<file path="src/kops_div.sv">
// Restoring divider, one quotient bit per cycle.
module kops_div (
  input  logic        clk,
  input  logic        rst_n,
  input  logic        start,
  input  logic [63:0] dividend,
  input  logic [34:0] divisor,
  output logic        busy,
  output logic [63:0] quotient
);

  logic        busy_r;
  logic [5:0]  cnt_r;
  logic [63:0] q_r;
  logic [34:0] rem_r;
  logic [34:0] dsr_r;
  logic [35:0] rem_sh;
  logic [35:0] diff;
  logic        ge;

  assign rem_sh = {rem_r, q_r[63]};
  assign ge     = rem_sh >= {1'b0, dsr_r};
  assign diff   = rem_sh - {1'b0, dsr_r};

  always_ff @(posedge clk) begin
    if (!rst_n) begin
      busy_r <= 1'b0;
      cnt_r  <= '0;
    end else if (start) begin
      busy_r <= 1'b1;
      cnt_r  <= '0;
    end else if (busy_r) begin
      cnt_r <= cnt_r + 6'd1;
      if (cnt_r == 6'd63) begin
        busy_r <= 1'b0;
      end
    end
  end

  always_ff @(posedge clk) begin
    if (start) begin
      q_r   <= dividend;
      rem_r <= '0;
      dsr_r <= divisor;
    end else if (busy_r) begin
      rem_r <= ge ? diff[34:0] : rem_sh[34:0];
      q_r   <= {q_r[62:0], ge};
    end
  end

  assign busy     = busy_r;
  assign quotient = q_r;

endmodule

</file>
<file path="config.mk">
export PLATFORM = sky130hd
export DESIGN_NAME = kops_div
export DESIGN_NICKNAME = d
export VERILOG_FILES = /design/src/kops_div.sv
export SDC_FILE = /design/constraint.sdc
export NUM_CORES = 1
export LEC_CHECK = 0
export BUFFER_PORTS_ARGS = -buffer_cell sky130_fd_sc_hd__buf_2
export CORE_ASPECT_RATIO = 1.5
export CORE_MARGIN = 5
export CORE_UTILIZATION = 45
export CTS_CLUSTER_DIAMETER = 80
export DETAILED_ROUTE_END_ITERATION = 8
export HOLD_SLACK_MARGIN = 0.05
export PLACE_DENSITY = 0.68
export REMOVE_ABC_BUFFERS = 1
export SETUP_SLACK_MARGIN = 0.1
export SLEW_MARGIN = 20
export SYNTH_ARGS = -nofsm -noshare
export SYNTH_HDL_FRONTEND = slang
export SYNTH_SLANG_ARGS = --single-unit
</file>
<file path="constraint.sdc">
create_clock -name clk -period 6.24 [get_ports clk]
set_input_delay 0.312 -clock clk [delete_from_list [all_inputs] [get_ports clk]]
set_output_delay 0.312 -clock clk [all_outputs]
set_load 0.01 [all_outputs]
</file>
## After elaboration in Yosys (flattened, before gate mapping)

Index checks and enable logic that the tools add are counted.

- Add/subtract/negate cells: 2
- $lt $le $gt $ge: 1
- Equality and inequality tests: 1
- Muxes and demuxes: 6
- Bitwise operators: 1
- Reduce and logical (&&, ||, !) cells: 2

Operators by type and width:

| cell | count |
|---|---|
| $mux W64 | 2 |
| $ge A36 B35 Y1 | 1 |
| $mux W35 | 1 |
| $sub A35 B35 Y35 | 1 |
| $add A6 B1 Y6 const B | 1 |
| $eq A6 B6 Y1 const B | 1 |
| $mux W1 | 3 |
| $reduce_bool A2 Y1 | 1 |
| $reduce_or A2 Y1 | 1 |
| $not A1 Y1 | 1 |

- Bits in registers: 141
- Input bits: 102

## Depth between registers and ports, before layout

- Word-level depth: 4
- Gate-level depth with buffers: 14
- Gate-level depth less buffers: 12

## Least setup slack after synthesis

OpenSTA, ideal clock, no wires.

- Kind: reg-to-reg
- Start point: reg q_r[63] (netlist: quotient[63])
- End point: reg rem_r[34]
- Arrival time: 2.914 ns
- Slack: 3.209 ns
- Cell stages (with the launch flop): 14
- Path buffers: 1
- Clock period less this slack: 3.031 ns
- Cell sequence: edfxtp_1 -> inv_1 -> ha_1 -> fa_1 -> and2b_1 -> o2111ai_2 -> a31oi_1 -> o21ai_1 -> a21oi_2 -> o31ai_2 -> and2_1 -> buf_6 -> or4_1 -> a22o_1

- Cells in the longest elaborated chain, start to end: 2
- Elaborated cells between the ends (all ways): 3
- Those cells by class: add/sub (1); order compare (1); mux (1)

RTL lines:

| element | RTL line | source |
|---|---|---|
| start: declaration | 14 | `logic [63:0] q_r;` |
| start signal: assignment | 42 | `q_r <= dividend;` |
| start signal: assignment | 47 | `q_r <= {q_r[62:0], ge};` |
| $sub A35 B35 Y35 / $ge A36 B35 Y1 (equally long branches) | 23, 22 |  |
| $mux W35 * | 46 | `rem_r <= ge ? diff[34:0] : rem_sh[34:0];` |
| end signal: assignment | 46 |  |
| end: declaration | 15 | `logic [34:0] rem_r;` |

Every way passes the cells marked *; elsewhere a longest branch is shown, timed or not.
A chain may end at the register's enable or synchronous reset.

## Worst setup path in the final report

Same ends and word-level chain as after synthesis.

==> impl_metrics.tcl <==
set metrics [dict create \
    first_pass_iters 4 \
    timing.rr.start "quotient[63]$_DFFE_PP_" \
    setup_viol 0 \
    drt_iter0_drc 247 \
    power-per-cell-area_mw_per_mm2 276 \
    outcome "finished clean" \
    synth-seq-cells 141 \
    hold_class "input pin to flip-flop" \
    arrival_ps 3910 \
    total_power_mw 2.58 \
    max-clock-path-buffers 2 \
    p_leak_nw 3.92 \
    wl_per_cell_um 16.7 \
    drc 0 \
    hp-start "divisor[6]" \
    finClkSkew_ps 8.08 \
    ys_async_sr_fraction_pct 0 \
    diodes 0 \
    die_h_um 170 \
    core_mm2 0.0168 \
    routed_wl_mm 18.4 \
    grt-ovfl-total 0 \
    dp_cells 1053 \
    final_cell_mix "165 x buf_2, 99 x edfxtp_1, 81 x nand2_1" \
    post-route-util_pct 55.6 \
    synth.distinct_cells 60 \
    reg2reg_slack_ps 2650 \
    io_pins 167 \
    cts_tree "built" \
    dieArea_mm2 0.0199 \
    finalHoldViolations 0 \
    dp_hpwl_mm 13.4 \
    clk_pin_slew_ps 70 \
    synth_ff_type "edfxtp_1" \
    synth_edf_count 99 \
    grt_max_degree 67 \
    critPathLaunchType "flip-flop" \
    drive_above_1_share_pct 33.1 \
    cts_max_level 4 \
    clk_latency_ps 420 \
    finalWeightedCongestion 0.884 \
    numCtsBuffers 17 \
    fin_crit_ps 3590 \
    final.setup.tns_ps 0 \
    r2r_end "rem_r[34]$_SDFFE_PP0P_" \
    ys_seq_area_share_pct 49.6 \
    fmax_mhz 279 \
    whs_endpoint "dsr_r[6]$_DFFE_PP_" \
    slew_viol_final 0 \
    cap_violations 0 \
    via_per_inst 5.38 \
    stdcell_count 1096 \
    finalNetCount 1012 \
    crit_path_max_fanout 20 \
    ir_drop_mv 0.167 \
    start_util_pct 45.7 \
    cts_resized 0 \
    r2r_cells 13 \
    synth.avg_cell_area_um2 11.0 \
    tightest_slew_ps 819 \
    fillCellCount 1544 \
    hold_depth 1 \
    postRouteAntennaNets 0 \
    first_global_vias 6235 \
    cts_root_buf "clkbuf_16" \
    numPortBuffers 166 \
    cp_data_required_time_ps 6560 \
    vias 5895 \
    syn_to_final_growth_pct 21.6 \
    synthesis.area_mm2 0.00770 \
    core.rowCount 58 \
    worstSetupPathType "flip-flop to flip-flop" \
    final_common_cell "buf_2" \
    grt_pass1_wl_mm 30.4 \
    fin_crit_sh_pct 57.5 \
    hold-worst-slack_ps 63.1 \
    antenna_found_initial 0 \
    critPathCaptureType "flip-flop" \
    synth_cells 700 \
    slew_headroom_pct 45.4 \
    die_w_um 117 \
    clock_sinks 141 \
    yosysWarnings 0 \
    grt_usage_pct 19.4 \
    rsz0062_at_grt "no" \
]
state kept, by name (all words and copies together) (netlist names):
register and count:
busy 1, cnt_r 6, quotient 64, rem_r 35, dsr_r 35
where the power goes:
group          total, mW  leakage [nW]  internal, mW  switching, mW
Clock              0.962         0.270         0.523          0.439
Combinational      0.483          2.32         0.217          0.266
Sequential          1.14          1.33          1.10         0.0426
Yosys cell counts, drive strengths merged (3+ instances only):
library cell,n,area (µm²)
o311ai,4,35.0
inv,44,165
a21oi,40,204
and2,4,25.0
mux2i,6,60.1
nor2,51,191
o2111ai,5,50.0
nor3,4,20.0
a31oi,10,62.6
clkbuf,23,86.3
or2,4,25.0
o21a,4,30.0
o21ai,21,105
and3,6,37.5
nand2,81,304
a311oi,24,285
o31ai,3,27.5
edfxtp,99,2970
nor2b,6,37.5
xnor2,23,201
ha,36,450
nand3,5,25.0
a211oi,5,37.5
buf,7,66.3
mux2,64,721
nand2b,5,31.3
a21o,18,135
o21bai,7,52.6
dfxtp,42,841
nand4,9,56.3
xor2,10,87.6
stage by stage:
stage	cell area [µm²]	setup WS (ps)
floorplan	7540	2490
global placement	8690	2750
detailed placement	8690	2630
CTS	9350	2610
global route	9360	2370
finish	9360	2650
cell families (layout without fill, tap and decap cells):
logic type	after synthesis	after routing	share of synthesized area, %
and+or+nand+nor	190	190	11.3
muxes	70	70	10.1
AOI/OAI and AO/OA	154	154	14.9
DFF	141	141	49.6
buffers and inverters	75	261	4.18
xor gates and xnor gates	33	33	3.76
adders and majority gates	37	37	6.11
worst max path at each step:
| stage | startpoint | end | cells after the start |
|---|---|---|---|
| after CTS | quotient[63]$_DFFE_PP_ | rem_r[34]$_SDFFE_PP0P_ | 13 |
| after global routing | quotient[63]$_DFFE_PP_ | rem_r[6]$_SDFFE_PP0P_ | 13 |
| after floorplan | busy$_SDFF_PN0_ | quotient[0]$_DFFE_PP_ | 2 |
| after global placement | quotient[63]$_DFFE_PP_ | rem_r[34]$_SDFFE_PP0P_ | 13 |
| final | quotient[63]$_DFFE_PP_ | rem_r[34]$_SDFFE_PP0P_ | 13 |
| after detailed placement | quotient[63]$_DFFE_PP_ | rem_r[34]$_SDFFE_PP0P_ | 13 |
critical path, stage by stage, from the launching register on:
cell       delay, ps
edfxtp_1         380
inv_1             50
ha_1             220
fa_1             400
and2b_1          240
o2111ai_2        140
a31oi_1          240
o21ai_1          140
a21oi_2          180
o31ai_2          100
and2_1           330
buf_4            310
or4_1            550
a22o_1           190
layout make-up:
cell class | instances | area, µm² | area share [%]
sequential | 141 | 3810 | 40.8
inverter | 45 | 169 | 1.81
tap | 210 | 263 | 2.81
clock buffer | 18 | 429 | 4.59
clock inverter | 14 | 123 | 1.31
multi-input combinational | 484 | 3560 | 38.1
timing repair buffer | 184 | 996 | 10.6
layer usage:
layer | vias to the layer above | part of all wire, % | GRT usage (%)
met4 | 0 | 1.7 | 6.24
li1 | 2931 | - | -
met3 | 23 | 7.4 | 6.72
met5 | - | 0 | 0
met1 | 2766 | 39 | 21.9
met2 | 175 | 52 | 33.8
timing repair:
item	CTS	global route
hold endpoints to repair	10	1
hold buffers	10	1
setup buffers	0	0
endpoints found under the setup margin	0	0
Note: power is estimated with default switching activity, not from simulation.
