[config.mk]
export PLATFORM = sky130hd
export DESIGN_NAME = kops_sqrt
export DESIGN_NICKNAME = d
export VERILOG_FILES = /design/src/kops_sqrt.sv
export SDC_FILE = /design/constraint.sdc
export NUM_CORES = 1
export LEC_CHECK = 0
export BUFFER_PORTS_ARGS = -buffer_cell sky130_fd_sc_hd__buf_4
export CORE_AREA = 2 2 227 229
export DETAILED_ROUTE_END_ITERATION = 16
export DIE_AREA = 0 0 229 231
export PLACE_DENSITY = 0.52
export SLEW_MARGIN = 10
export SYNTH_ARGS = -nofsm -noshare
export SYNTH_HDL_FRONTEND = slang
export SYNTH_SLANG_ARGS = --single-unit
export TNS_END_PERCENT = 20
[constraint.sdc]
create_clock -name clk -period 6.3 [get_ports clk]
set_input_delay 1.26 -clock clk [delete_from_list [all_inputs] [get_ports clk]]
set_output_delay 1.26 -clock clk [all_outputs]
set_load 0.05 [all_outputs]
[src/kops_sqrt.sv]
// Bit-serial integer square root, two radicand bits per cycle.
module kops_sqrt (
  input  logic        clk,
  input  logic        rst_n,
  input  logic        start,
  input  logic [63:0] n_in,
  output logic        busy,
  output logic [31:0] root
);

  logic        busy_r;
  logic [63:0] n_r;
  logic [63:0] res_r;
  logic [63:0] bit_r;
  logic [63:0] sum;
  logic        ge;

  assign sum = res_r + bit_r;
  assign ge  = n_r >= sum;

  always_ff @(posedge clk) begin
    if (!rst_n) begin
      busy_r <= 1'b0;
    end else if (start) begin
      busy_r <= 1'b1;
    end else if (busy_r && bit_r[0]) begin
      busy_r <= 1'b0;
    end
  end

  always_ff @(posedge clk) begin
    if (start) begin
      n_r   <= n_in;
      res_r <= '0;
      bit_r <= 64'h4000_0000_0000_0000;
    end else if (busy_r) begin
      n_r   <= ge ? (n_r - sum) : n_r;
      res_r <= ge ? ((res_r >> 1) + bit_r) : (res_r >> 1);
      bit_r <= bit_r >> 2;
    end
  end

  assign busy = busy_r;
  assign root = res_r[31:0];

endmodule

Yosys cells after proc, flatten, opt, wreduce, memory -nomap -nowiden

Index checks and enable logic that the tools add are counted.

Logic and storage cells: 19
Register bits after elaboration: 161

Magnitude comparators: 1
Add/subtract/negate cells: 3
Reductions and logical operators: 5
Muxes and demuxes: 6

Operators by type and width:

| operator          | number |
|---|---|
| $mux 64           | 4 |
| $add 63x63->64    | 1 |
| $add 64x63->64    | 1 |
| $ge 64x64->1      | 1 |
| $sub 64x64->64    | 1 |
| $reduce_bool 2->1 | 3 |
| $mux 1            | 2 |
| $reduce_and 2->1  | 1 |
| $logic_and 1x1->1 | 1 |

Logic depth before layout (Yosys ltp)

Depth in word-level cells: 5
Gate-level depth with buffers: 25
Gate-level depth less buffers: 23

Worst setup path after synthesis

OpenSTA, ideal clock, no wires.

Path type: reg-to-reg
Start point: reg res_r[8]
End point: reg n_r[0] (enable)
Path slack: 0.087 ns
Stages on the path, launching flop included: 22
Data required time: 5.612 ns
Arrival time: 5.525 ns
Path through: dfxtp_1 > ha_1 > nand4_1 > or3_1 > a2111oi_0 > nor3_1 > o21ai_1 > a32oi_1 > nand2b_1 > a21oi_1 > o21bai_1 > xnor2_1 > ha_1 > buf_2 > a21o_1 > a21o_1 > a21o_1 > a21o_1 > a2111oi_0 > o22ai_1 > o21ai_1 > nand2_1

Longest elaborated chain between the ends: 4

Ends and longest elaborated chain:

| element                     | line | RTL |
|---|---|---|
| start: declaration          | 13   | `logic [63:0] res_r;` |
| start signal: assignment    | 38   | `res_r <= ge ? ((res_r >> 1) + bit_r) : (res_r >> 1);` |
| $add 64x63->64              | 18   | `assign sum = res_r + bit_r;` |
| $ge 64x64->1                | 19   | `assign ge = n_r >= sum;` |
| $reduce_bool 2->1 (no line) | -    |  |
| $reduce_and 2->1 (no line)  | -    |  |
| end signal: assignment      | 33   | `n_r <= n_in;` |
| end signal: assignment      | 37   | `n_r <= ge ? (n_r - sum) : n_r;` |
| end: declaration            | 12   | `logic [63:0] n_r;` |

Every way passes these cells.
A chain may end at the register's enable or synchronous reset.

Final worst setup path

Start point: reg res_r[10]
End point: reg res_r[38]

Longest elaborated chain between the ends: 3

Ends and longest elaborated chain:

| element        | line |
|---|---|
| $add 64x63->64 | 18 |
| $ge 64x64->1   | 19 |
| $mux 64 (*)    | 38 |

Every way passes the cells marked *; elsewhere a longest branch is shown, timed or not.

==> qor.csv <==
stage,metric,value,unit
outcome,outcome,"complete, no violations",
floorplanning,Total Die Area,52900,µm²
timing,Slew @ Worst Pin,1.02,ns
timing,Final Hold Fails,0,
power_and_ir_drop,sw frac,48.2,%
yosys,main flop type after synthesis,dfxtp_1,
yosys,"area leader, netlist",dfxtp_1,
worst_hold_path,Hold Crit Class,reg2reg,
placed_design,GP Congestion,0.888,
clock_tree,CTS Buffer Depth,2,
clock_tree,"CTS clk-pin slew, worst paths",0.07,ns
setup_path,Crit Path Category,reg2reg,
layout,"non-filler cells, final",2699,
yosys,"Net Count, Synth",2161,
clock_tree,CTS tree,yes,
floorplanning,Die Width,229,µm
run,Max Cap Viol,0,
placed_design,HPWL after DPL,38.2,mm
yosys,ys async rst share,0,%
power_and_ir_drop,Static Leak,6.68,nW
power_and_ir_drop,internal power,3.93,mW
clock_tree,Clock Sinks,161,
timing,final worst path period share,96.0,%
setup_path,Worst Reg-to-Reg Cells,23,
setup_path,Critical R2R Capture,res_r[38],
yosys,Post-synth top cells,"195 x nand2_1, 193 x nor2_1, 163 x o21ai_0, 130 x ha_1, 123 x a21oi_1",
grt,largest net degree at the start of global routing,95,
setup_path,r2r startpoint,res_r[10],
floorplanning,Die Span Y,231,µm
clock_tree,H-tree depth,4,
grt,vias in the first global route,14056,
route,drt first-iter violations,1063,
placed_design,IO Port Bufs,99,
yosys,share of the synthesized area in the top cell type,12.6,%
setup_path,reg2reg setup slack,0.25,ns
timing,setup tns final,0,ns
floorplanning,core area,50700,µm²
timing,crit path time final,6.05,ns
yosys,Post-synth EDFFs,64,
clock_tree,total CTS buffers,17,
yosys,Syn Inst Count,1963,
floorplanning,IO Pins,100,
route,vias per inst,5.49,
floorplanning,# rows,83,
setup_path,CP endpoint kind,register,
power_and_ir_drop,Logic pwr share,63.7,%
yosys,Synth cell types,87,
setup_path,Critical path origin,res_r[10],
yosys,Synth warnings,0,
layout,Final nets,2204,
timing,Slew HR,32.1,%
timing,Worst Skew,0.0128,ns
yosys,"Avg Cell Area, Syn",7.86,µm²
setup_path,Worst EP arrival,6.42,ns
floorplanning,initial core utilization,30.5,%
yosys,"count leader, synth",nand2_1,
layout,filler instances,5413,
setup_path,crit start category,register,
placed_design,placed cells,2666,
route,DR WL/cell,18.4,µm
yosys,cell area after synthesis,15400,µm²
timing,final setup fails,0,
clock_tree,worst skew pair latency,0.48,ns
yosys,sequential share of the synthesized area,25.0,%
yosys,ranking of synthesized cells by area,"dfxtp_1 13%, edfxtp_1 12%, ha_1 11%",
layout,share of cells above drive strength 1,12.5,%
timing,fin. max-slew vios,0,
grt,gr usage total,18.5,%
setup_path,Critical Path RT,6.67,ns
grt,first-pass GRT wire length,78.0,mm
route,DR DRC count,0,
yosys,synthesis-stage register bit count,161,
setup_path,"critical path fanouts, max",16,
power_and_ir_drop,Seq pwr share,22.0,%
grt,initial antenna violation count,0,
power_and_ir_drop,Pwr per Cell Area,434,nW/µm²
grt,"Remaining Overflow, GRT",0,
timing,Fmax,165,MHz
setup_path,CP endpoint,res_r[38],
power_and_ir_drop,Clk pwr share,14.3,%
timing,hold slack,0.506,ns
layout,Area Growth Syn to Fin,13.4,%
power_and_ir_drop,Max VDD drop,0.308,mV
route,"antenna viol nets, final",0,
route,via count of the routed design,14818,
route,Routed WL,49.8,mm
layout,Inserted Diodes,0,
power_and_ir_drop,Net Sw Power,3.66,mW
clock_tree,root buffer cell,clkbuf_16,
route,drt first pass iters,5,
[power by group through the flow]
stage                     registers [mW]  logic (mW)  clock network, mW
after floorplan                     1.61        3.47                  0
after global placement              1.69        4.73                  0
after detailed placement            1.69        4.76                  0
after CTS                           1.68        4.79               1.11
after global routing                1.70        5.33               1.15
final                               1.67        4.84               1.09
[worst min path at each step]
stage | slack (ns) | endpoint | start | cells after the start
after floorplan | 0.48 | res_r[0] | res_r[0] | 2
after global placement | 0.50 | res_r[0] | res_r[0] | 2
after detailed placement | 0.51 | res_r[0] | res_r[0] | 2
after CTS | 0.51 | res_r[0] | res_r[0] | 2
after global routing | 0.54 | res_r[0] | res_r[0] | 2
final | 0.51 | res_r[0] | res_r[0] | 2
[per-stage QoR]
step	area [µm²]	worst slack, ns	utilization [%]	power, mW
2_1_floorplan	15400	0.0874	-	5.08
3_3_place_gp	16900	0.413	33.3	6.43
3_5_place_dp	16900	0.202	33.3	6.45
4_1_cts	17500	0.161	34.5	7.58
5_1_grt	17500	-0.0956	34.5	8.18
6_report	17500	0.254	34.5	7.60
[metal layers]
layer	part of all wire, %	GRT usage (%)	routed length, µm	vias up
li1	-	-	-	7324
met1	48	24.8	23700	7064
met2	46	30.6	22900	376
met3	4.5	2.87	2260	54
met4	2.0	5.24	1010	0
met5	0	0	0	-
[worst max-delay path, cell delays in order (launching register included)]
cell       delay, ns
dfxtp_1         0.40
ha_1            0.42
nand4_1         0.19
or2_2           0.35
o211ai_1        0.38
a31o_2          0.30
o2bb2ai_1       0.23
a21oi_1         0.15
o21bai_1        0.28
a21oi_1         0.15
nor2b_1         0.15
xnor2_1         0.11
ha_1            0.24
a21o_1          0.20
a21o_1          0.17
a21o_1          0.18
a21o_1          0.18
a2111oi_1       0.56
o22ai_2         0.25
nor2_4          0.18
buf_4           0.24
buf_4           0.19
o21ai_0         0.08
a221oi_1        0.33
[cell families after synthesis]
logic type               after synthesis  synth area share [%]
XOR/XNOR                             153                  8.68
multiplexers                          56                  3.72
AND/OR/NAND/NOR                      611                  18.4
buffers and inverters                205                  6.06
flip-flops                           161                  25.0
adder cells (fa/ha/maj)              131                  10.7
AO/OA/AOI/OAI                        646                  27.5
[sequential cells by signal, summed over array words and instances, names as in the netlist]
| register | count |
|---|---|
| busy | 1 |
| res_r | 64 |
| n_r | 64 |
| bit_r | 32 |
[repair_timing]
item                                    4_1_cts  5_1_grt
gates resized for setup                       0        6
endpoints found under the setup margin        0      129
hold buffers                                  0        0
buffers inserted                              0        1
[layout by cell type, fill, tap and decap left out, types with 9 or more instances in the layout]
cell type and n:
a211oi_1 44, a21boi_0 9, a21o_1 48, a21oi_1 123
a221oi_1 10, a311oi_1 14, a31o_2 16, a31oi_1 62
and2_1 13, and3_1 13, buf_4 166, clkbuf_16 18
dfxtp_1 96, edfxtp_1 64, ha_1 130, inv_1 57
mux2i_1 45, nand2_1 194, nand2b_1 9, nand3_1 39
nand4_1 44, nor2_1 193, nor2b_1 19, nor3_1 26
nor4_1 15, o211ai_1 18, o21a_1 17, o21ai_0 163
o21ai_1 15, o21bai_1 30, o31ai_1 11, or3_1 20
xnor2_1 91, xor2_1 62
[layout make-up]
| type | instances | area, µm² | area share (%) |
|---|---|---|---|
| sequential | 161 | 3870 | 22.1 |
| clock inverter | 13 | 113 | 0.644 |
| inverter | 59 | 221 | 1.27 |
| timing repair buffer | 170 | 1320 | 7.53 |
| tap | 680 | 851 | 4.86 |
| clock buffer | 19 | 464 | 2.65 |
| multi-input combinational | 1597 | 10700 | 60.9 |
No activity file was read; power rests on OpenSTA's default activity.
