`config.mk`:
```
export PLATFORM = sky130hd
export DESIGN_NAME = kops_cordic
export DESIGN_NICKNAME = d
export VERILOG_FILES = /design/src/kops_pkg.sv /design/src/kops_cordic.sv
export SDC_FILE = /design/constraint.sdc
export NUM_CORES = 1
export LEC_CHECK = 0
export BUFFER_PORTS_ARGS = -buffer_cell sky130_fd_sc_hd__buf_2
export CAP_MARGIN = 20
export CORE_ASPECT_RATIO = 0.7
export CORE_MARGIN = 2
export CORE_UTILIZATION = 55
export CTS_BUF_LIST = sky130_fd_sc_hd__clkbuf_2
export DETAILED_ROUTE_END_ITERATION = 7
export PLACE_DENSITY = 0.75
export SYNTH_ARGS = -nofsm -noshare
export SYNTH_HDL_FRONTEND = slang
export SYNTH_SLANG_ARGS = --single-unit
```
`constraint.sdc`:
```
create_clock -name clk -period 10.26 [get_ports clk]
set_clock_uncertainty 0.2 [all_clocks]
set_input_delay 1.026 -clock clk [delete_from_list [all_inputs] [get_ports clk]]
set_output_delay 1.026 -clock clk [all_outputs]
set_load 0.01 [all_outputs]
```
`src/kops_pkg.sv`:
```
// Shared types, constants and tables for the Kepler orbit position solver.
package kops_pkg;

  typedef logic signed [35:0] dp_t;

  localparam logic [31:0] HALF_TURN     = 32'h8000_0000;
  localparam dp_t         CORDIC_GAIN   = 36'sh0_26DD_3B6A;
  localparam dp_t         TURNS_PER_RAD = 36'sd683565276;
  localparam logic [4:0]  CORDIC_LAST   = 5'd30;

  localparam logic MODE_ROTATE = 1'b0;
  localparam logic MODE_VECTOR = 1'b1;

  localparam logic [20:0] THRESH_MAX = 21'd1048576;
  localparam logic [6:0]  LIMIT_MAX  = 7'd64;

  localparam logic [1:0] ST_OK     = 2'd0;
  localparam logic [1:0] ST_NOCONV = 2'd1;
  localparam logic [1:0] ST_ZERO   = 2'd2;
  localparam logic [1:0] ST_CLAMP  = 2'd3;

  localparam logic REG_THRESH = 1'b0;
  localparam logic REG_LIMIT  = 1'b1;

  function automatic logic [29:0] cordic_atan(input logic [4:0] idx);
    logic [29:0] a;
    case (idx)
      5'd0:  a = 30'h20000000;
      5'd1:  a = 30'h12E4051E;
      5'd2:  a = 30'h09FB385B;
      5'd3:  a = 30'h051111D4;
      5'd4:  a = 30'h028B0D43;
      5'd5:  a = 30'h0145D7E1;
      5'd6:  a = 30'h00A2F61E;
      5'd7:  a = 30'h00517C55;
      5'd8:  a = 30'h0028BE53;
      5'd9:  a = 30'h00145F2F;
      5'd10: a = 30'h000A2F98;
      5'd11: a = 30'h000517CC;
      5'd12: a = 30'h00028BE6;
      5'd13: a = 30'h000145F3;
      5'd14: a = 30'h0000A2FA;
      5'd15: a = 30'h0000517D;
      5'd16: a = 30'h000028BE;
      5'd17: a = 30'h0000145F;
      5'd18: a = 30'h00000A30;
      5'd19: a = 30'h00000518;
      5'd20: a = 30'h0000028C;
      5'd21: a = 30'h00000146;
      5'd22: a = 30'h000000A3;
      5'd23: a = 30'h00000051;
      5'd24: a = 30'h00000029;
      5'd25: a = 30'h00000014;
      5'd26: a = 30'h0000000A;
      5'd27: a = 30'h00000005;
      5'd28: a = 30'h00000003;
      5'd29: a = 30'h00000001;
      5'd30: a = 30'h00000001;
      default: a = 30'h0;
    endcase
    return a;
  endfunction

endpackage

```
`src/kops_cordic.sv`:
```
// Iterative CORDIC: rotation gives cosine and sine, vectoring gives a four-quadrant angle.
module kops_cordic (
  input  logic             clk,
  input  logic             rst_n,
  input  logic             start,
  input  logic             mode,
  input  kops_pkg::dp_t    x_in,
  input  kops_pkg::dp_t    y_in,
  input  logic [31:0]      t_in,
  output logic             busy,
  output kops_pkg::dp_t    x_out,
  output kops_pkg::dp_t    y_out,
  output logic [31:0]      ang_out
);

  logic                busy_r;
  logic [4:0]          step_r;
  logic                mode_r;
  logic                flip_r;
  logic                zero_r;
  kops_pkg::dp_t       x_r;
  kops_pkg::dp_t       y_r;
  logic signed [33:0]  z_r;
  logic [31:0]         off_r;
  logic                flip;
  logic [31:0]         tt;
  logic                up;
  kops_pkg::dp_t       xs;
  kops_pkg::dp_t       ys;
  logic signed [33:0]  a;

  assign flip = t_in[31] ^ t_in[30];
  assign tt   = flip ? (t_in ^ kops_pkg::HALF_TURN) : t_in;
  assign xs   = x_r >>> step_r;
  assign ys   = y_r >>> step_r;
  assign a    = $signed({4'b0, kops_pkg::cordic_atan(step_r)});
  assign up   = (mode_r == kops_pkg::MODE_ROTATE) ? !z_r[33] : !(y_r > 36'sd0);

  always_ff @(posedge clk) begin
    if (!rst_n) begin
      busy_r <= 1'b0;
      step_r <= '0;
    end else if (start) begin
      busy_r <= 1'b1;
      step_r <= '0;
    end else if (busy_r) begin
      if (step_r == kops_pkg::CORDIC_LAST) begin
        busy_r <= 1'b0;
      end else begin
        step_r <= step_r + 5'd1;
      end
    end
  end

  always_ff @(posedge clk) begin
    if (start) begin
      mode_r <= mode;
      if (mode == kops_pkg::MODE_ROTATE) begin
        flip_r <= flip;
        zero_r <= 1'b0;
        off_r  <= '0;
        x_r    <= kops_pkg::CORDIC_GAIN;
        y_r    <= '0;
        z_r    <= $signed({{2{tt[31]}}, tt});
      end else begin
        flip_r <= 1'b0;
        zero_r <= (x_in == '0) && (y_in == '0);
        z_r    <= '0;
        if (x_in < 36'sd0) begin
          x_r   <= -x_in;
          y_r   <= -y_in;
          off_r <= kops_pkg::HALF_TURN;
        end else begin
          x_r   <= x_in;
          y_r   <= y_in;
          off_r <= '0;
        end
      end
    end else if (busy_r) begin
      if (up) begin
        x_r <= x_r - ys;
        y_r <= y_r + xs;
        z_r <= z_r - a;
      end else begin
        x_r <= x_r + ys;
        y_r <= y_r - xs;
        z_r <= z_r + a;
      end
    end
  end

  assign busy    = busy_r;
  assign x_out   = flip_r ? -x_r : x_r;
  assign y_out   = flip_r ? -y_r : y_r;
  assign ang_out = zero_r ? 32'd0 : (off_r + z_r[31:0]);

endmodule

```
# ---- Word level (Yosys, flattened, before mapping)
# Memory sizes are Yosys's and may differ from the RTL's. A register that Yosys moved wholly into a read port is not among the register bits.
# Index checks and enable logic that the tools add are counted.
dict set report op_classes {
  mux 25
  n_eq_ne 1
  n_addsub 12
  order_cmp 2
  mul 0
  bitwise_logic 4
  div 0
  shifts 2
  n_reduce_logical 8
}
# cell n
set ops {}
lappend ops {{$mux 36} 12}
lappend ops {{$neg 36->36} 4}
lappend ops {{$mux 34} 4}
lappend ops {{$mux 32} 3}
lappend ops {{$add 36x36->36} 2}
lappend ops {{$logic_not 36->1} 2}
lappend ops {{$sshr 36x5->36} 2}
lappend ops {{$sub 36x36->36} 2}
lappend ops {{$gt 36x1->1 const B} 1}
lappend ops {{$lt 36x1->1 const B} 1}
lappend ops {{$add 34x31->34} 1}
lappend ops {{$sub 34x31->34} 1}
lappend ops {{$add 32x32->32} 1}
lappend ops {{$mux 5} 2}
lappend ops {{$add 5x1->5 const B} 1}
lappend ops {{$eq 5x5->1 const B} 1}
lappend ops {{$mux 1} 4}
lappend ops {{$not 1->1} 3}
lappend ops {{$logic_not 1->1} 2}
lappend ops {{$reduce_and 2->1} 1}
lappend ops {{$reduce_bool 2->1} 1}
lappend ops {{$reduce_or 2->1} 1}
lappend ops {{$logic_and 1x1->1} 1}
lappend ops {{$xor 1x1->1} 1}
dict set report totals {
  in_bits 108
  ramBits 0
  rom_bits 960
  latch_bits 0
  n_memories 1
  regBits 147
  elab_cells 64
  output_inout_bits 105
}
# memory words width rd rd_ports_with_merged_regs write_ports line
set mem_list {}
lappend mem_list {{(name not given)} 32 30 1 1 0 kops_pkg.sv:27} ;# case (idx)

# ---- Logic depth before layout (Yosys ltp)
dict set report depth {
  word_depth 6
  mapped_depth 30
  depth_no_buf 25
}

# ---- Worst setup path before layout
# No wires, ideal clock.
dict set report synth_timing {
  path_type {register to register}
  startpoint {reg y_r[22]}
  endpoint {reg y_r[28] (data pin)}
  synth_period_minus_slack_ns 6.486
  t_required_ns 9.789
  path_stages_with_launch 25
  arrival_ns 6.014
  n_path_buf 3
  setup_ns 0.271
  slack_ns 3.774
  path_cell_list {edfxtp_1 buf_6 or4_4 or3_1 or4_4 or4_4 nor4_4 nor2_2 mux2_4 buf_6 buf_2 nand2_1 o21ai_0 fa_1 a211oi_1 o21bai_1 a2111oi_0 nor3b_1 a211oi_1 o221ai_1 o31a_1 o21a_1 o21ai_0 mux2i_1 o211ai_1}
}
dict set report synth_between {
  elab_chain_len 6
  word_cells_on_any_way 8
  cone_classes {add/sub: 2; order compare: 1; mux: 4; reduce/logical: 1}
}
# item line
set synth_rtl {}
lappend synth_rtl {{from (decl)} kops_cordic.sv:22} ;# kops_pkg::dp_t y_r;
lappend synth_rtl {{from (signal assigned)} kops_cordic.sv:71} ;# y_r <= -y_in;
lappend synth_rtl {{from (signal assigned)} kops_cordic.sv:75} ;# y_r <= y_in;
lappend synth_rtl {{from (signal assigned)} kops_cordic.sv:82} ;# y_r <= y_r + xs;
lappend synth_rtl {{$gt 36x1->1} kops_cordic.sv:37} ;# assign up = (mode_r == kops_pkg::MODE_ROTATE) ? !z_r[33] : !(y_r > 36'sd0);
lappend synth_rtl {{$logic_not 1->1} kops_cordic.sv:37}
lappend synth_rtl {{$mux 1} kops_cordic.sv:37}
lappend synth_rtl {{$mux 36 (*)} kops_cordic.sv:80} ;# if (up) begin
lappend synth_rtl {{$mux 36 (*)} kops_cordic.sv:79} ;# end else if (busy_r) begin
lappend synth_rtl {{$mux 36 (*)} kops_cordic.sv:56} ;# if (start) begin
# Every way passes the cells marked *; elsewhere a longest branch is shown, timed or not. The select of a mux whose other input is x is not followed.
# A chain may end at the register's enable or synchronous reset.

# ---- Worst setup path after layout
dict set report layout_timing {
  startpoint {reg y_r[22]}
  endpoint {reg z_r[33] (data pin)}
}
dict set report layout_between {
  elab_chain_len 6
}
# item line
set layout_rtl {}
lappend layout_rtl {{$gt 36x1->1} kops_cordic.sv:37}
lappend layout_rtl {{$logic_not 1->1} kops_cordic.sv:37}
lappend layout_rtl {{$mux 1} kops_cordic.sv:37}
lappend layout_rtl {{$mux 34} kops_cordic.sv:80}
lappend layout_rtl {{$mux 34} kops_cordic.sv:79}
lappend layout_rtl {{$mux 34} kops_cordic.sv:56}
lappend layout_rtl {{to (signal assigned)} kops_cordic.sv:64} ;# z_r <= $signed({{2{tt[31]}}, tt});
lappend layout_rtl {{to (signal assigned)} kops_cordic.sv:83} ;# z_r <= z_r - a;
lappend layout_rtl {{to (signal assigned)} kops_cordic.sv:87} ;# z_r <= z_r + a;
lappend layout_rtl {{to (decl)} kops_cordic.sv:23} ;# logic signed [33:0] z_r;
# No other way between the ends. The select of a mux whose other input is x is not followed.

==> out/qor.txt <==
Status: complete, no violations
Die Span Y: 171 um
Critical Path Slowest Stage Cell: edfxtp_1
Count of cell types in the netlist: 107
CTS sink cnt: 146
Most used cell, CP: or4_4
Number of global-route vias before repair: 20029
Drt pass-1 iters: 6
CP Capture Type: flop
CP peak stage delay: 0.62 ns
Dpl hpwl: 66500 um
Hold Fails Final Rpt: 0
Worst rel slew slack: 0.238
Initial Utilization: 0.555
Fillers: 3612
Power Dens Cells: 415 nW/um^2
Sequential cell area: 4040 um^2
Grt ovf: 0
R2r startpoint: y_r[22]
Port Buf Inserts: 212
Final instance area: 23300 um^2
Die area: 41500 um^2
Setup crit start: y_r[22]
Hold_buf cts: 0
IO Pins: 213
CTS Root Cell: clkbuf_2
# H-tree levels: 4
Startpoint Class: flop
Slew @ Worst Pin: 1.14 ns
Final Max Tran Viols: 0
Post-Route WL: 86600 um
LEAKAGE: 9.17 nW
Clock-pin slew on the worst setup and hold paths: 0.27 ns
WP data arrival: 8.47 ns
Most used flip-flop cell after synthesis: edfxtp_1
Post-CTS Setup Inserts: 0
Async S/R FF share, synth: 0
Share of layout cells above drive strength 1: 0.173
Vias: 22418
Die span in x: 243 um
Synthesized instance count: 2620
Pre-CTS setup slack: 2.53 ns
Post-synth EDFFs: 110
Mean area per synthesized cell: 8.37 um^2
Skew-Pair Late Insertion Delay: 0.94 ns
Max-cap violations: 0
Largest net degree at the start of global routing: 74
Post-synth net total: 2850
Row count: 61
Routed len/inst: 26.7 um
DR iter-0 viols: 3060
FF-to-FF setup slack: 2.30 ns
WP data required: 10.77 ns
Core ar.: 39500 um^2
Setup TNS: 0 ns
Final Net Count: 2928
Final setup violation count: 0
Final hold slack: 0.102 ns
Area after DPL: 23100 um^2
Routed Antenna Nets: 0
CTS max path bufs: 2
WS Path Type: flop to flop
DRC viols: 0
Seq/Total Area, Yosys: 0.183
Global-route wire length before repair: 128000 um
Synthesized cell area: 21900 um^2
P&R area growth vs syn: 6.29%
FF+latch count, synth: 146
Fin util: 0.590
Inserted Clock Buffers: 17
Cell chain of the critical path: or4_4 > or3_1 > or4_4 > or4_4 > nor4_4 > nor2_2 > mux2i_4 > buf_4 > nor2_1 > xnor2_1 > ha_1 > o21ai_0 > a21oi_1 > o311ai_0 > nand3_1 > a22oi_1 > a21oi_1 > a221o_1 > a2111oi_0 > o21bai_1 > xnor2_1 > o21ai_1
PostCTS Resize Cnt: 0
CTS tree: done
Final WS setup: 2.30 ns
GRT Overall Usage: 0.407
Fin crit period: 7.96 ns
Hold crit path type: input pin to flop
Fin crit share: 0.776
Crit Path Max Fanout: 32
Via density: 6.90
Gpl congestion: 1.07
Multi-input logic area: 16800 um^2
Worst vdd ir: 0.347 mV
RSZ-0062 raised after global routing: no
Antenna violations before repair: 9
Warnings, synthesis: 0
HP Start: rst_n
Max Fclk: 0.126 GHz
state kept, by name, indices dropped and copies added, names as in the netlist:
| signal | flops |
|---|---|
| zero_r | 1 |
| a | 30 |
| step_r | 5 |
| off_r | 1 |
| busy | 1 |
| z_r | 34 |
| y_r | 36 |
| mode_r | 1 |
| flip_r | 1 |
| x_r | 36 |
final cells by class:
class                   count  area share
clock inverters            15     0.00520
clock buffers              17     0.00365
inverters                  62     0.00998
flip-flops and latches    146       0.173
well taps                 535      0.0287
repair buffers            253      0.0602
diodes                      3    0.000322
multi-input cells        2218       0.719
layer usage:
| metal | part of all wire | routed length [um] | vias up | track usage |
|---|---|---|---|---|
| li1 | - | - | 10021 | - |
| met2 | 0.38 | 33000 | 1441 | 0.536 |
| met1 | 0.44 | 38300 | 10829 | 0.610 |
| met3 | 0.16 | 13900 | 123 | 0.162 |
| met4 | 0.017 | 1490 | 4 | 0.0880 |
| met5 | 0.00031 | 27 | - | 0 |
Yosys cell counts (all sizes together), types with 57 or more instances:
cell type	instances	share of area
clkbuf	118	0.020
ha	119	0.068
xnor2	166	0.067
edfxtp	110	0.15
a21oi	173	0.039
mux2i	76	0.035
o21ai	196	0.045
nor2	156	0.027
mux4	89	0.092
buf	76	0.023
o22ai	63	0.018
nand2	252	0.043
xor2	163	0.065
inv	60	0.010
o31ai	60	0.022
nor2b	57	0.016
power by group:
part	switching (W)	internal (W)
Combinational	0.00439	0.00323
Sequential	0.000658	0.00104
Clock	0.000280	0.0000725
through the flow:
stage | std cells | power, W
6_report | 3249 | 0.00967
5_1_grt | 3248 | 0.0103
2_1_floorplan | 2620 | 0.00694
3_5_place_dp | 3214 | 0.00899
4_1_cts | 3246 | 0.00939
3_3_place_gp | 3213 | 0.00883
critical path: cells and delay by family (launching register included):
| family | cells | cell delay, ns |
|---|---|---|
| flops | 1 | 0.62 |
| simple gates | 8 | 2.78 |
| buf+inv | 1 | 0.49 |
| mux | 1 | 0.41 |
| compound gates | 9 | 2.47 |
| xor+xnor | 2 | 0.33 |
| fa+ha+maj | 1 | 0.35 |
worst paths after layout:
path,depth (start not counted),end
setup / recovery,22,z_r[33]
setup reg to reg,22,z_r[33]
hold reg to reg,2,z_r[0]
hold / removal,2,busy
cell families (layout without fill, tap and decap cells):
kind of cell / after synthesis / count (layout) / share of synthesized area
other: 0 / 3 / 0
buffers and inverters: 256 / 347 / 0.0534
xor gates and xnor gates: 329 / 329 / 0.132
adders and majority gates: 122 / 122 / 0.0706
and+or+nand+nor: 763 / 763 / 0.177
DFF: 146 / 146 / 0.183
AOI/OAI and AO/OA: 806 / 806 / 0.239
muxes: 198 / 198 / 0.144
cell usage in the layout, fill, tap and decap left out, types with 40 or more instances in the layout:
| cell | count |
|---|---|
| inv_1 | 58 |
| o21ai_0 | 187 |
| mux2i_1 | 75 |
| nand3_1 | 56 |
| a21oi_1 | 173 |
| edfxtp_1 | 110 |
| xor2_1 | 163 |
| o31ai_1 | 57 |
| ha_1 | 119 |
| o22ai_1 | 63 |
| buf_4 | 40 |
| mux4_2 | 88 |
| nor2b_1 | 57 |
| a21o_1 | 49 |
| nor3_1 | 41 |
| buf_2 | 211 |
| xnor2_1 | 165 |
| nand2_1 | 250 |
| nor2_1 | 151 |
Power figures use the tool's default switching activity.
